[config.mk]
export PLATFORM = sky130hd
export DESIGN_NAME = trrp_advance
export DESIGN_NICKNAME = d
export VERILOG_FILES = /design/src/hw/rtl/trrp_pkg.sv /design/src/hw/rtl/trrp_advance.sv
export SDC_FILE = /design/constraint.sdc
export NUM_CORES = 1
export LEC_CHECK = 0
export ABC_AREA = 1
export ABC_CLOCK_PERIOD_IN_PS = 5100
export BUFFER_PORTS_ARGS = -buffer_cell sky130_fd_sc_hd__buf_2
export CAP_MARGIN = 40
export CELL_PAD_IN_SITES_DETAIL_PLACEMENT = 2
export CELL_PAD_IN_SITES_GLOBAL_PLACEMENT = 2
export CORE_AREA = 2 2 59 83
export DETAILED_ROUTE_END_ITERATION = 10
export DIE_AREA = 0 0 61 85
export GPL_TIMING_DRIVEN = 0
export PLACE_DENSITY = 0.95
export REMOVE_ABC_BUFFERS = 1
export SLEW_MARGIN = 20
export SYNTH_ARGS = -nofsm -noshare
export SYNTH_HDL_FRONTEND = slang
export SYNTH_SLANG_ARGS = --single-unit
[constraint.sdc]
create_clock -name vclk -period 5.1
set_input_delay 0.255 -clock vclk [all_inputs]
set_output_delay 0.255 -clock vclk [all_outputs]
set_load 0.01 [all_outputs]
[src/hw/rtl/trrp_pkg.sv]
// Shared types, codes and the zero-width character table for the Thai row redraw planner.
// Used by every module of the block; depends on nothing else.
package trrp_pkg;

    // Request codes carried on i_func.
    localparam logic [1:0] FUNC_LOAD    = 2'd0;
    localparam logic [1:0] FUNC_COMPARE = 2'd1;
    localparam logic [1:0] FUNC_READ    = 2'd2;

    // Display cell states held in the cell store.
    localparam logic [1:0] MARK_SAME      = 2'd0;
    localparam logic [1:0] MARK_UNREACHED = 2'd1;
    localparam logic [1:0] MARK_REACHED   = 2'd2;

    // Character and counter constants.
    localparam logic [7:0] SPACE_BYTE  = 8'h20;
    localparam logic [7:0] NUL_BYTE    = 8'h00;
    localparam logic [3:0] SPACE_MAX   = 4'd15;
    localparam logic [3:0] SPACE_RESET = 4'd2;

    // One display cell: bases and mark sums of both rows, plus its state.
    typedef struct packed {
        logic [1:0]  mark;
        logic [31:0] new_base;
        logic [31:0] new_sum;
        logic [31:0] old_base;
        logic [31:0] old_sum;
    } t_cell_word;

    // Control group for one store.
    typedef struct packed {
        logic rd_en;
        logic wr_en;
        logic clr;
    } t_mem_ctrl;

    // Marks the bytes that take no cell of their own (combining vowels,
    // tone marks and most control bytes).
    function automatic logic is_zero_width(input logic [7:0] c);
        logic zw;
        case (c) inside
            [8'h01:8'h08], [8'h0A:8'h1A], [8'h1C:8'h1F],
            8'hD1, [8'hD4:8'hDB], [8'hE7:8'hEE]: zw = 1'b1;
            default:                             zw = 1'b0;
        endcase
        return zw;
    endfunction

endpackage

[src/hw/rtl/trrp_advance.sv]
// Cell pointer advance for one row: owed zero-width count, space run and pointer clamp.
// Purely combinational; uses trrp_pkg for the character table and constants.
module trrp_advance #(
    parameter int unsigned NCOL = 80,
    localparam int unsigned PW  = $clog2(NCOL + 1)
) (
    input  logic [7:0]    i_char,
    input  logic [PW-1:0] i_ptr,
    input  logic [PW-1:0] i_owed,
    input  logic [3:0]    i_spaces,
    input  logic [3:0]    i_space_count,
    output logic [PW-1:0] o_ptr,
    output logic [PW-1:0] o_owed,
    output logic [3:0]    o_spaces
);

    logic [PW:0]  adv;
    logic [PW:0]  sum;
    logic [3:0]   spaces_inc;

    assign spaces_inc = (i_spaces != trrp_pkg::SPACE_MAX) ? i_spaces + 4'd1 : i_spaces;

    // Classify the byte and work out how many cells it moves the pointer.
    always_comb begin
        adv      = '0;
        o_owed   = i_owed;
        o_spaces = i_spaces;
        if (i_char == trrp_pkg::NUL_BYTE) begin
            o_owed   = '0;
            o_spaces = '0;
        end else if (trrp_pkg::is_zero_width(i_char)) begin
            o_owed   = (i_owed != '1) ? i_owed + PW'(1) : i_owed;
            o_spaces = '0;
        end else if (i_char != trrp_pkg::SPACE_BYTE) begin
            o_spaces = '0;
            adv      = (PW + 1)'(1);
        end else if (spaces_inc == i_space_count) begin
            // The run is complete: pay the owed cells along with this space.
            adv      = {1'b0, i_owed} + (PW + 1)'(1);
            o_owed   = '0;
            o_spaces = '0;
        end else begin
            o_spaces = spaces_inc;
            adv      = (PW + 1)'(1);
        end
    end

    // The pointer never passes the last display cell.
    assign sum   = {1'b0, i_ptr} + adv;
    assign o_ptr = (sum > (PW + 1)'(NCOL)) ? PW'(NCOL) : sum[PW-1:0];

endmodule

==> run metrics <==
Post-CTS Hold Fix Bufs=0; Slew headroom=66.4%; WP data arrival=3420 ps; Net Sw Frac=61.9%; CP max stage delay=450 ps; hold depth=4; fin crit share=72.0%; Clk network pwr share=0%; Worst Setup Slack, final=1430 ps; max frequency=0.272 GHz; first-pass GRT wire length=7430 µm; antenna violations before repair=0; n_diodes=0; number of distinct library cells after synthesis=24; power per cell area=77.9 nW/µm²; Cell Area, Synth=1080 µm²; total negative setup slack=0 ps; # DRC=0; # rows=29; Die Ht=85 µm; total congestion overflow=0; IO Pins=48; critical path buffer and inverter count=3; cell family with most CP delay=simple AND/OR/NAND/NOR gates; Hold Startpoint=i_owed[5]; CP Data Required Time=4850 ps; slew of the pin with the lowest slew margin=503 ps; Mean Syn Cell Area=5.17 µm²; # fillers=618; CP max stage cell=fa_1; cts repair resizes=0; RSZ-0062 raised after global routing=no; sequential cell count=0; register area=0 µm²; Detail Route Antenna Nets=0; drt wl/cell=13.4 µm; Max-Cap Viols=0; final wirelength=4260 µm; largest net degree at the start of global routing=14; outcome=finished clean; Seq/Total Area, Yosys=0%; max-slew violation count=0; final setup vio count=0; via/cell ratio=4.80; DIE AREA=5190 µm²; Starting Density=24.3%; worst-path maximum fanout=8; vias in the first global route=1,660; peak supply drop=0.0000233 V; routability cong.=0.783; pre-CTS WS=1380 ps; Finished Core Util=31.3%; CP endpoint kind=output port; area occupied by multi-input gates=933 µm²; dominant cells by area after synthesis=nand2_1 18%, inv_1 13%, nand3_1 11%; top post-synthesis cells by count=52 x nand2_1, 38 x inv_1, 27 x nor2_1; largest area contributor in the netlist=nand2_1; design area=1400 µm²; layout cells sized above 1=23.0%; DIE WIDTH=61 µm; Syn-to-layout area delta=28.8%; Startpoint Class=primary input; DP HPWL=3910 µm; top-count cell post-synth=nand2_1; Warnings, synthesis=0; First-pass DRT Iterations=3; 1st-iter DRT viols=9; most frequent cell on the critical path=nand2_1; Int Pwr=41.5 µW; Hold Vio Cnt, Final=0; Synth top area share=18.0%; Post-DP Area=1400 µm²; Setup Fix Bufs, Post-CTS=0; Core Region=4460 µm²; Worst Hold End=o_owed[5]; port bufs=48; Gate power share=100.0%; CLK BUF=0; switching power=67.4 µW; routed via count=1,531; crit-path cells=buf_2, ha_1, nand2_1, nand2_1, nand2_1, nand2_1, nand2_1, nand3_2, nor2_4, nand2_4, o211ai_1, inv_1, ha_1, fa_1, xor2_1, nor3_1, nand2_1, nand2_1, nand2_1, nand2_1, nand3_2, nor2_1, buf_2; Reg power frac=0%; Final #Nets=299; leak pwr=0.843 nW; Worst Path Class, Setup=in -> out; final worst path period need=3670 ps; cell count after synthesis=210; Global Route Usage Sum=17.6%; Hold WC Path Type=in -> out
-- area by class of cell --
| type | count | share of cell area, % |
|---|---|---|
| multi-input cells | 170 | 66.8 |
| repair buffers | 48 | 17.2 |
| inverters | 39 | 10.5 |
| well taps | 62 | 5.55 |
-- stage by stage --
stage / cells / hold WS [ps] / total power, mW
2_1_floorplan: 209 / 665 / 0.0635
3_3_place_gp: 319 / 885 / 0.103
3_5_place_dp: 319 / 899 / 0.110
4_1_cts: 319 / 899 / 0.111
5_1_grt: 319 / 932 / 0.125
6_report: 319 / 891 / 0.109
-- placed cells by master (no fill, tap or decap), drive strengths merged --
master and instances:
inv 38, buf 48, ha 9, a21oi 10
or2 1, or3 1, nand3b 2, o21ai 7
nor3b 1, xor2 5, nor2 28, nor3 3
nand3 29, o211ai 2, nand4 13, fa 1
xnor2 2, clkinv 1, nand2 56
-- worst min-delay path: cells and delay by family --
kind	cells	cell delay (ps)
AO/OA/AOI/OAI	1	70
buffers and inverters	2	240
AND/OR/NAND/NOR	1	70
-- power by group through the flow --
stage	sequential (mW)	clock (mW)	combinational [mW]
global placement	0	0	0.103
floorplan	0	0	0.0635
global route	0	0	0.125
detailed placement	0	0	0.110
finish	0	0	0.109
CTS	0	0	0.111
-- layer usage --
| metal | GRT usage [%] | wire, µm | share of wire, % | vias up |
|---|---|---|---|---|
| met1 | 19.3 | 1680 | 39 | 724 |
| met3 | 0.762 | 101 | 2.4 | 0 |
| met4 | 0.395 | 0 | 0 | 0 |
| met2 | 36.7 | 2480 | 58 | 28 |
| li1 | - | - | - | 779 |
| met5 | 0 | 0 | 0 | - |
-- cells by family after synthesis --
logic type                 Yosys count  synth area share, %
AOI/OAI and AO/OA                   19                 9.23
xor gates and xnor gates             7                 5.65
adders and majority gates           10                 12.2
buffers and inverters               40                 14.0
and+or+nand+nor                    134                 58.9
-- worst max-delay path by stage --
stage / start / endpoint / slack (ps) / cells past startpoint
finish: i_spaces[0] / o_ptr[3] / 1430 / 23
global route: i_spaces[0] / o_ptr[3] / 1040 / 22
detailed placement: i_spaces[0] / o_ptr[3] / 1380 / 23
CTS: i_spaces[0] / o_ptr[3] / 1370 / 23
floorplan: i_spaces[0] / o_ptr[0] / 2040 / 21
global placement: i_spaces[0] / o_ptr[3] / 1510 / 23
Power figures use the tool's default switching activity.
